$ cat src/sv/interrupt_controller_8259_macros.svh
// assertion macros for the interrupt controller
// used by the top level; needs clk and rst_n in scope at the point of use
`ifndef INTERRUPT_CONTROLLER_8259_MACROS_SVH
`define INTERRUPT_CONTROLLER_8259_MACROS_SVH

// consequent must hold in the same cycle as the antecedent
`define PIC_ASSERT_SAME(lbl, ante, cons) \
  lbl: assert property (@(posedge clk) disable iff (!rst_n) (ante) |-> (cons)) \
    else $error("interrupt controller check failed");

// consequent must hold in the cycle after the antecedent
`define PIC_ASSERT_NEXT(lbl, ante, cons) \
  lbl: assert property (@(posedge clk) disable iff (!rst_n) (ante) |=> (cons)) \
    else $error("interrupt controller check failed");

`endif

$ cat src/sv/pic8259_pkg.sv
// shared types and constants of the interrupt controller
// no dependencies
`timescale 1ns / 1ps
`default_nettype none

package pic8259_pkg;

  localparam int IN_TDATA_W  = 24;
  localparam int OUT_TDATA_W = 24;

  // item kinds
  typedef enum logic [1:0] {
    OP_READ  = 2'd0,
    OP_WRITE = 2'd1,
    OP_LINES = 2'd2,
    OP_ACK   = 2'd3
  } op_t;

  // init sequencer
  typedef enum logic [3:0] {
    PH_READY = 4'b0001,
    PH_ICW2  = 4'b0010,
    PH_ICW3  = 4'b0100,
    PH_ICW4  = 4'b1000
  } phase_t;

  localparam logic [7:0] CMD_ICW1       = 8'h10;
  localparam logic [7:0] CMD_OCW3       = 8'h08;
  localparam logic [7:0] ICW1_NEED_ICW4 = 8'h01;
  localparam logic [7:0] ICW1_SNGL      = 8'h02;
  localparam logic [7:0] OCW2_KIND_MASK = 8'he0;
  localparam logic [7:0] OCW2_SPEC_EOI  = 8'h60;
  localparam logic [7:0] OCW3_RR        = 8'h02;
  localparam logic [7:0] OCW3_SEL_ISR   = 8'h01;
  localparam logic [2:0] SPURIOUS_LINE  = 3'd7;

  typedef struct packed {
    op_t        op;
    logic       addr_bit;
    logic [7:0] write_data;
    logic [7:0] request_lines;
  } item_t;

  typedef struct packed {
    logic [7:0] read_data;
    logic [7:0] vector;
    logic       int_out;
  } result_t;

  typedef struct packed {
    logic       valid;
    logic [2:0] line;
  } grant_t;

endpackage

`default_nettype wire

$ cat src/sv/pic8259_prio.sv
// priority resolver: lowest pending line that outranks every in-service line
// uses pic8259_pkg
`timescale 1ns / 1ps
`default_nettype none

module pic8259_prio
  import pic8259_pkg::*;
#(
  parameter int NUM_LINES = 8
) (
  input  wire logic [NUM_LINES-1:0] pend_i,
  input  wire logic [NUM_LINES-1:0] serv_i,
  output grant_t                    grant_o
);

  logic [3:0] p_idx;
  logic [3:0] s_idx;

  always_comb begin
    p_idx = 4'd8;
    s_idx = 4'd8;
    for (int i = NUM_LINES - 1; i >= 0; i--) begin
      if (pend_i[i]) p_idx = 4'(i);
      if (serv_i[i]) s_idx = 4'(i);
    end
    grant_o.valid = (p_idx < s_idx);
    grant_o.line  = p_idx[2:0];
  end

endmodule

`default_nettype wire

$ cat src/sv/pic8259_core.sv
// controller state, per-item update and result register
// uses pic8259_pkg and pic8259_prio
`timescale 1ns / 1ps
`default_nettype none

module pic8259_core
  import pic8259_pkg::*;
#(
  parameter int NUM_LINES = 8
) (
  input  wire logic    clk,
  input  wire logic    rst_n,
  input  wire logic    take_i,
  input  wire item_t   item_i,
  output logic         ready_o,
  output logic         out_valid_o,
  input  wire logic    out_ready_i,
  output result_t      out_o
);

  logic [NUM_LINES-1:0] req_r, req_nxt;
  logic [NUM_LINES-1:0] serv_r, serv_nxt;
  logic [7:0]           mask_r, mask_nxt;
  logic [4:0]           base_r, base_nxt;
  phase_t               phase_r, phase_nxt;
  logic                 icw4_r, icw4_nxt;
  logic                 sngl_r, sngl_nxt;
  logic                 rsel_r, rsel_nxt;
  logic [NUM_LINES-1:0] prev_r, prev_nxt;
  logic                 out_valid_r, out_valid_nxt;
  result_t              out_r;
  result_t              res;

  logic [NUM_LINES-1:0] lines;
  logic [7:0]           wd;
  grant_t               grant_now;
  grant_t               grant_after;

  assign lines = item_i.request_lines[NUM_LINES-1:0];
  assign wd    = item_i.write_data;

  pic8259_prio #(.NUM_LINES(NUM_LINES)) u_prio_now (
    .pend_i  (req_r & ~mask_r[NUM_LINES-1:0]),
    .serv_i  (serv_r),
    .grant_o (grant_now)
  );

  pic8259_prio #(.NUM_LINES(NUM_LINES)) u_prio_after (
    .pend_i  (req_nxt & ~mask_nxt[NUM_LINES-1:0]),
    .serv_i  (serv_nxt),
    .grant_o (grant_after)
  );

  always_comb begin
    req_nxt   = req_r;
    serv_nxt  = serv_r;
    mask_nxt  = mask_r;
    base_nxt  = base_r;
    phase_nxt = phase_r;
    icw4_nxt  = icw4_r;
    sngl_nxt  = sngl_r;
    rsel_nxt  = rsel_r;
    prev_nxt  = prev_r;
    res.read_data = '0;
    res.vector    = '0;
    case (item_i.op)
      OP_READ: begin
        if (item_i.addr_bit) res.read_data = mask_r;
        else if (rsel_r)     res.read_data = 8'(serv_r);
        else                 res.read_data = 8'(req_r);
      end
      OP_WRITE: begin
        if (!item_i.addr_bit) begin
          if ((wd & CMD_ICW1) != '0) begin
            phase_nxt = PH_ICW2;
            icw4_nxt  = ((wd & ICW1_NEED_ICW4) != '0);
            sngl_nxt  = ((wd & ICW1_SNGL) != '0);
            mask_nxt  = '0;
            req_nxt   = '0;
            serv_nxt  = '0;
            rsel_nxt  = 1'b0;
          end else if ((wd & CMD_OCW3) != '0) begin
            if ((wd & OCW3_RR) != '0) rsel_nxt = ((wd & OCW3_SEL_ISR) != '0);
          end else if ((wd & OCW2_KIND_MASK) == OCW2_SPEC_EOI) begin
            // levels beyond the implemented lines match nothing
            for (int i = 0; i < NUM_LINES; i++) begin
              if (3'(i) == wd[2:0]) serv_nxt[i] = 1'b0;
            end
          end
        end else begin
          case (phase_r)
            PH_ICW2: begin
              base_nxt  = wd[7:3];
              phase_nxt = sngl_r ? (icw4_r ? PH_ICW4 : PH_READY) : PH_ICW3;
            end
            PH_ICW3: phase_nxt = icw4_r ? PH_ICW4 : PH_READY;
            PH_ICW4: phase_nxt = PH_READY;
            default: mask_nxt = wd;
          endcase
        end
      end
      OP_LINES: begin
        req_nxt  = req_r | (lines & ~prev_r);
        prev_nxt = lines;
      end
      default: begin
        if (grant_now.valid) begin
          for (int i = 0; i < NUM_LINES; i++) begin
            if (3'(i) == grant_now.line) begin
              req_nxt[i]  = 1'b0;
              serv_nxt[i] = 1'b1;
            end
          end
          res.vector = {base_r, grant_now.line};
        end else begin
          res.vector = {base_r, SPURIOUS_LINE};
        end
      end
    endcase
    res.int_out = grant_after.valid;
  end

  assign ready_o       = !out_valid_r || out_ready_i;
  assign out_valid_nxt = take_i || (out_valid_r && !out_ready_i);

  always_ff @(posedge clk) begin
    if (!rst_n) begin
      req_r       <= '0;
      serv_r      <= '0;
      mask_r      <= '0;
      base_r      <= '0;
      phase_r     <= PH_READY;
      icw4_r      <= 1'b0;
      sngl_r      <= 1'b0;
      rsel_r      <= 1'b0;
      prev_r      <= '0;
      out_valid_r <= 1'b0;
    end else begin
      out_valid_r <= out_valid_nxt;
      if (take_i) begin
        req_r   <= req_nxt;
        serv_r  <= serv_nxt;
        mask_r  <= mask_nxt;
        base_r  <= base_nxt;
        phase_r <= phase_nxt;
        icw4_r  <= icw4_nxt;
        sngl_r  <= sngl_nxt;
        rsel_r  <= rsel_nxt;
        prev_r  <= prev_nxt;
      end
    end
  end

  always_ff @(posedge clk) begin
    if (take_i) out_r <= res;
  end

  assign out_valid_o = out_valid_r;
  assign out_o       = out_r;

endmodule

`default_nettype wire

$ cat src/sv/interrupt_controller_8259.sv
// top level of the 8259-style interrupt controller: input register and core
// uses pic8259_pkg, pic8259_core and interrupt_controller_8259_macros.svh
//
//   channel | direction | contents
//   in_     | slave     | bus read/write, request-line update or acknowledge
//   out_    | master    | read byte, acknowledge vector, interrupt level
//
// one item per cycle sustained while out_tready is high; a result is offered on out_
// after its input transfer, once the item has gone through the registers below
// (input register, then state update into the result register)
// rst_n is synchronous, active low; clears all controller state and both valids
// a stalled result holds in the result register while one more item waits in
// the input register; in_tready drops only when both are full and out_tready is low
`timescale 1ns / 1ps
`default_nettype none
`include "interrupt_controller_8259_macros.svh"

module interrupt_controller_8259
  import pic8259_pkg::*;
#(
  parameter int NUM_LINES = 8
) (
  input  wire logic                   clk,
  input  wire logic                   rst_n,
  input  wire logic                   in_tvalid,
  output logic                        in_tready,
  // addr_bit [0], write_data [8:1], request_lines [16:9], zero fill above
  input  wire logic [IN_TDATA_W-1:0]  in_tdata,
  // op [1:0]
  input  wire logic [1:0]             in_tuser,
  output logic                        out_tvalid,
  input  wire logic                   out_tready,
  // read_data [7:0], vector [15:8], int_out [16], zero fill above
  output logic [OUT_TDATA_W-1:0]      out_tdata
);

  logic    in_valid_r, in_valid_nxt;
  item_t   in_item_r;
  item_t   in_item;
  logic    core_ready;
  logic    core_take;
  result_t core_out;

  // unpack the incoming transfer
  assign in_item.op            = op_t'(in_tuser);
  assign in_item.addr_bit      = in_tdata[0];
  assign in_item.write_data    = in_tdata[8:1];
  assign in_item.request_lines = in_tdata[16:9];

  // the core consumes the buffered item whenever the result register is free or being emptied
  assign core_take    = in_valid_r && core_ready;
  assign in_tready    = !in_valid_r || core_take;
  assign in_valid_nxt = (in_tvalid && in_tready) || (in_valid_r && !core_take);

  always_ff @(posedge clk) begin
    if (!rst_n) begin
      in_valid_r <= 1'b0;
    end else begin
      in_valid_r <= in_valid_nxt;
    end
  end

  // payload register, loaded on every input transfer
  always_ff @(posedge clk) begin
    if (in_tvalid && in_tready) in_item_r <= in_item;
  end

  pic8259_core #(.NUM_LINES(NUM_LINES)) u_core (
    .clk         (clk),
    .rst_n       (rst_n),
    .take_i      (core_take),
    .item_i      (in_item_r),
    .ready_o     (core_ready),
    .out_valid_o (out_tvalid),
    .out_ready_i (out_tready),
    .out_o       (core_out)
  );

  // pack the result
  assign out_tdata = {7'b0, core_out.int_out, core_out.vector, core_out.read_data};

  // every input transfer lands in the input register
  `PIC_ASSERT_NEXT(a_in_loaded, in_tvalid && in_tready, in_valid_r)
  // every item taken by the core shows up as a result
  `PIC_ASSERT_NEXT(a_take_result, core_take, out_tvalid)
  // a buffered item that the core cannot take stays put
  `PIC_ASSERT_NEXT(a_buf_hold, in_valid_r && !core_take, in_valid_r && $stable(in_item_r))
  // the core only takes an item when the result register can accept it
  `PIC_ASSERT_SAME(a_take_room, core_take, !out_tvalid || out_tready)

endmodule

`default_nettype wire

$ cat config.mk
export PLATFORM = sky130hd
export DESIGN_NAME = interrupt_controller_8259
export DESIGN_NICKNAME = d
export VERILOG_FILES = /design/src/sv/pic8259_pkg.sv /design/src/sv/pic8259_prio.sv /design/src/sv/pic8259_core.sv /design/src/sv/interrupt_controller_8259.sv
export VERILOG_INCLUDE_DIRS = /design/src /design/src/sv
export SDC_FILE = /design/constraint.sdc
export NUM_CORES = 1
export LEC_CHECK = 0
export BUFFER_PORTS_ARGS = -buffer_cell sky130_fd_sc_hd__buf_2
export CORE_MARGIN = 3
export CORE_UTILIZATION = 59
export CTS_CLUSTER_SIZE = 24
export DETAILED_ROUTE_END_ITERATION = 8
export PLACE_DENSITY = 0.81
export SLEW_MARGIN = 0
export SYNTH_ARGS = -nofsm -noshare
export SYNTH_HDL_FRONTEND = slang
export SYNTH_SLANG_ARGS = --single-unit
$ cat constraint.sdc
create_clock -name clk -period 5.4 [get_ports clk]
set_clock_uncertainty 0.15 [all_clocks]
set_input_delay 0.54 -clock clk [delete_from_list [all_inputs] [get_ports clk]]
set_output_delay 0.54 -clock clk [all_outputs]
set_load 0.005 [all_outputs]
; ---- After elaboration in Yosys (flattened, before gate mapping)
; Index checks and enable logic that the tools add are counted.
[classes]
n_lt_le_gt_ge = 2
eq_ne = 21
mux = 81
n_bitwise = 8
reduce_logical = 26
[ops]
columns = operator, n
row1 = $mux W4, 36
row2 = $mux W8, 14
row3 = $mux W1, 27
row4 = $and A8 B8 Y8, 3
row5 = $eq A3 B3 Y1 const A, 8
row6 = $not A8 Y8, 3
row7 = $pmux W8 S3, 1
row8 = $pmux W8 S2, 1
row9 = $eq A2 B3 Y1 const A, 4
row10 = $pmux W4 S3, 1
row11 = $reduce_and A4 Y1, 3
row12 = $lt A4 B4 Y1, 2
row13 = $or A8 B8 Y8, 1
row14 = $eq A1 B3 Y1 const A, 2
row15 = $logic_not A3 Y1, 2
row16 = $reduce_bool A2 Y1, 3
row17 = $reduce_or A3 Y1, 2
row18 = $reduce_and A5 Y1, 1
row19 = $eq A4 B2 Y1 const B, 1
row20 = $eq A4 B3 Y1 const B, 1
row21 = $eq A4 B4 Y1 const B, 1
row22 = $logic_and A1 B1 Y1, 4
row23 = $logic_not A1 Y1, 4
row24 = $logic_or A1 B1 Y1, 4
row25 = other kinds (9), 9
[totals]
ff_bits = 82
inputBits = 30
output_inout_bits = 26
wordCells = 156

; ---- Depth between registers and ports, before layout
[depth]
depth_word = 24
depth_mapped = 20
ltp_nobuf = 19

; ---- Cells and area by module
; A second synthesis with hierarchy kept.
[unflattened]
hier_cells = 469
hier_area_um2 = 4490.6
[by_module_without_submodules]
columns = mod, n_inst, cells_per_inst, area_each_um2, seq_area_each_um2
row1 = pic8259_core, 1, 364, 3315.7, 1411.4
row2 = interrupt_controller_8259, 1, 33, 691.9, 590.6
row3 = pic8259_prio, 2, 36, 241.5, 0.0

; ---- Worst setup path after synthesis
; Ideal clock, no wire load.
[synth_timing]
path_type = register to register
start = register u_core.mask_r[5]
end = register u_core.out_r (netlist bit u_core.out_o[0]), data pin
setup_ps = 272
t_arrival_ps = 3435
required_time_ps = 4978
path_slack_ps = 1543
stages_incl_launch_ff = 20
path_buffers = 1
period_less_slack_ps = 3857
path_cell_list = dfxtp_1 nand2b_1 nor4bb_1 or2_1 buf_6 inv_4 ha_1 and2_1 nor4_1 o21ai_1 a211o_1 o31ai_1 nand3_1 nor2b_1 ha_1 o21a_1 o21a_1 nand2_1 nor4_1 a311oi_1
[synth_lines]
columns = item, line
row1 = from (decl), pic8259_core.sv:23  ; logic [7:0] mask_r, mask_nxt;
row2 = from (signal assigned), pic8259_core.sv:143  ; mask_r <= mask_nxt;
row3 = to (signal assigned), pic8259_core.sv:155  ; if (take_i) out_r <= res;
row4 = to (decl), pic8259_core.sv:31  ; result_t out_r;

==> key figures <==
Global route
  • Total global routing overflow: 0
  • Global-route wire length before repair: 18300 um
  • Largest net degree at the start of global routing: between 40 and 50
  • Total global-route track usage: 0.261
  • Number of antenna violations at the first check in global routing: 0
  • Number of global-route vias before repair: 3630

STA
  • Final Hold Violating Endpoints: 0
  • Setup repair after global routing missed its margin: no
  • Actual transition at the worst max-transition pin: ~0.80 ns
  • Worst hold slack across all endpoints: 0.215 ns
  • Part of the cycle the worst path needs: 0.857
  • Count of final setup violators: 0
  • Fin Setup TNS: 0 ns
  • Worst setup slack after layout: between 0.7 and 0.8 ns
  • Max frequency: between 0.2 and 0.25 GHz
  • Minimum clock period: ~4.6 ns
  • Worst slew margin relative to its limit: 0.460
  • Fin. max-slew vios: 0

Clock tree
  • Post-CTS clock slew at the launch and capture registers of the worst setup and hold paths: approximately 0.090 ns
  • Post-CTS Hold Fix Bufs: 0
  • TritonCTS clock tree: built
  • Number of sinks driven by the clock tree: between 80 and 90
  • Clock latency of the later-clocked register in the worst-skew pair: ~0.35 ns
  • CTS-repair resized insts: 0
  • Cell chosen for the clock root: clkbuf_8
  • Total CTS buffers: 9
  • Max H-tree Level: 3
  • Buffer depth of the longest clock path: 2
  • Post-CTS setup-driven buffer insertion count: 0

Die
  • Die ar.: roughly 9000 um2
  • Number of placement rows: 31
  • Initial Util: 0.623
  • Floorplan Core Area: ~7400 um2
  • Die Span Y: between 90 and 100 um
  • Boundary Pins: 56
  • Die X-Extent: about 95 um

Setup path
  • Worst R2R Path Depth: 18
  • Maximum fanout count along the critical path: 7
  • Arrival time of data at the critical path endpoint: between 4 and 5 ns
  • Crit start category: flop
  • Worst Setup Path Type: reg -> reg
  • Critical path data required time: between 5 and 6 ns
  • Crit path capture type: flop

Synth
  • Combined area of all synthesized cells: 4640 um2
  • Post-synth EDFFs: 36
  • Share of flip-flops with an asynchronous set or reset: 0
  • Sequential cell area fraction in the yosys report: 0.431
  • Syn Area/Cell: 9.16 um2
  • Count of different cell masters after synthesis: 73
  • Flip-flop and latch count after synthesis: slightly above 80
  • Cells after Synth: a little over 500
  • Warnings from Yosys: 0
  • Most used flip-flop cell after synthesis: dfxtp_1

Finish
  • Fraction of final layout cells with drive strength greater than 1: 0.149
  • Multi-input logic area: about 2500 um2
  • Filler Cells Inserted: 609
  • Synth-to-layout area growth: 8.44%
  • Register cell area after layout: 2000 um2
  • Nets: 573
  • Layout Cell Area excl Fill: a little over 5000 um2
  • Antenna diodes: 0
  • Filler-free cell count of the finished design: about 640

Power and ir drop
  • Power per Cell Area: roughly 270 nW/um2
  • Sequential group share of total power: 0.523
  • Leakage Power: 1.82 nW
  • Clock share of power: 0.302
  • Maximum vdd drop: between 0.2 and 0.25 mV
  • Switching fraction of total power: 0.290
  • Portion of total power attributed to combinational logic: 0.175
  • Net switching power of the design: 0.388 mW
  • Internal Pwr Total: 0.948 mW

Detailed routing
  • DR vias: roughly 3900
  • First-iteration detailed-routing DRC count: approximately 400
  • Number of remaining DRC errors: 0
  • Number of nets with antenna violations after detailed routing: 0
  • Pre-Repair DR Iteration Count: 5
  • Post-detailed-route via-to-cell ratio: between 6 and 7
  • Average wire per standard cell: 17.3 um
  • Wire length after detailed routing: 11100 um

Worst hold path
  • Class of the worst hold path: in -> reg
  • Number of cells on the worst hold path: 1

Place
  • # placed instances: 625
  • Worst Setup Slack post-DPL: approximately 0.82 ns
  • Final HPWL from detailed placement: between 7000 and 8000 um
  • Buffers added on ports: 41
  • Cell area reported after detailed placement: about 4900 um2
  • Placer's final routability congestion estimate: around 0.9

Status
  • Outcome: finished clean

Flow run
  • Count of maximum capacitance violations: 0
-- sequential cells by signal (all words and copies together), names as in the netlist, 4 cells and up --
signal / cells
in_item_r: 19
u_core.out_o: 17
u_core.mask_r: 8
u_core.prev_r: 8
u_core.req_r: 8
u_core.serv_r: 8
u_core.base_r: 5
u_core.phase_r: 4
-- synthesized netlist by cell type (all sizes together), types with 3 or more instances --
master | count | area share
a221o | 3 | 0.0065
a221oi | 4 | 0.0089
and3b | 5 | 0.0094
and3 | 5 | 0.0067
inv | 8 | 0.0070
and2 | 10 | 0.013
nand3 | 19 | 0.020
nand2b | 13 | 0.018
dfxtp | 46 | 0.20
edfxtp | 36 | 0.23
nor2b | 30 | 0.040
ha | 6 | 0.016
o31ai | 3 | 0.0049
o21a | 11 | 0.018
nor2 | 45 | 0.037
o211a | 5 | 0.011
a31oi | 6 | 0.011
a21boi | 22 | 0.036
a22oi | 7 | 0.012
o211ai | 4 | 0.0065
nor4 | 4 | 0.0067
mux2i | 16 | 0.035
nand3b | 3 | 0.0049
a21o | 3 | 0.0051
buf | 14 | 0.021
a21oi | 32 | 0.037
clkbuf | 18 | 0.015
o21ai | 32 | 0.035
or2 | 6 | 0.0081
nand2 | 52 | 0.042
nor3 | 7 | 0.0075
-- cell usage in the layout, fill, tap and decap left out, drive strengths merged, types with 3 or more instances in the layout --
master  instances
nor4            4
a31oi           6
a22oi           7
or2             6
nor2           45
o211ai          4
clkbuf         13
inv             9
a21o            3
a21oi          32
a221o           3
a221oi          4
o31ai           3
a21boi         22
nand3b          3
o211a           5
conb            7
nor2b          30
and3            5
edfxtp         36
nand3          19
o21ai          32
buf            45
ha              6
nand2          52
and2           10
and3b           5
nor3            7
dfxtp          46
nand2b         13
mux2i          16
o21a           11
-- power by group through the flow --
stage               Clock, mW  Combinational (mW)  Sequential (mW)
global placement            0               0.223            0.711
finish                  0.404               0.234            0.698
global route            0.436               0.260            0.701
floorplan                   0               0.180            0.701
detailed placement          0               0.230            0.712
CTS                     0.406               0.231            0.697
-- kinds of logic (layout without fill, tap and decap cells) --
group / count (synthesis) / count (layout) / synth area share
AO/OA/AOI/OAI: 147 / 147 / 0.224
XOR/XNOR: 2 / 2 / 0.00377
adder cells (fa/ha/maj): 6 / 6 / 0.0162
buffers and inverters: 40 / 69 / 0.0423
flip-flops: 82 / 82 / 0.431
multiplexers: 17 / 17 / 0.0369
other: 1 / 7 / 0.000808
AND/OR/NAND/NOR: 212 / 212 / 0.244
-- critical path: stages, from the launching register on --
cell	delay (ns)
dfxtp_1	0.39
nand2b_1	0.22
nor4bb_1	0.33
or2_1	0.40
inv_4	0.11
ha_1	0.23
and2_1	0.13
nor4_1	0.20
o21ai_1	0.15
a211o_1	0.40
o31ai_1	0.36
nand3_1	0.15
nor2b_1	0.15
ha_1	0.29
o21a_1	0.11
o21a_1	0.13
nand2_1	0.06
nor4_1	0.30
a311oi_1	0.09
-- per-stage QoR --
step | util | total power, mW
floorplan | - | 0.881
global placement | 0.653 | 0.934
detailed placement | 0.653 | 0.941
CTS | 0.676 | 1.33
global route | 0.676 | 1.40
finish | 0.676 | 1.34
-- layer usage --
metal,vias to the layer above,track usage,wire (um)
met2,201,0.403,5010
met3,24,0.0375,975
met4,0,0.0913,247
met5,-,0,0
li1,1891,-,-
met1,1831,0.376,4830
-- final timing paths --
check | from | end | slack [ns]
worst max-delay path | u_core.mask_r[5]$_SDFFE_PN0P_ | u_core.out_o[0]$_DFFE_PP_ | 0.77
worst min-delay path | in_tdata[7] | in_item_r[14]$_DFFE_PP_ | 0.21
worst max register to register | u_core.mask_r[5]$_SDFFE_PN0P_ | u_core.out_o[0]$_DFFE_PP_ | 0.77
worst min register to register | u_core.prev_r[7]$_SDFFE_PN0P_ | u_core.prev_r[7]$_SDFFE_PN0P_ | 0.31
-- area by class of cell --
cell class / instances / share of cell area
Inverter: 8 / 0.00646
Clock inverter: 3 / 0.00497
Multi-Input combinational cell: 391 / 0.490
Timing Repair Buffer: 45 / 0.0467
Tap cell: 99 / 0.0246
Sequential cell: 82 / 0.398
Clock buffer: 13 / 0.0296
No activity file was read; power rests on OpenSTA's default activity.
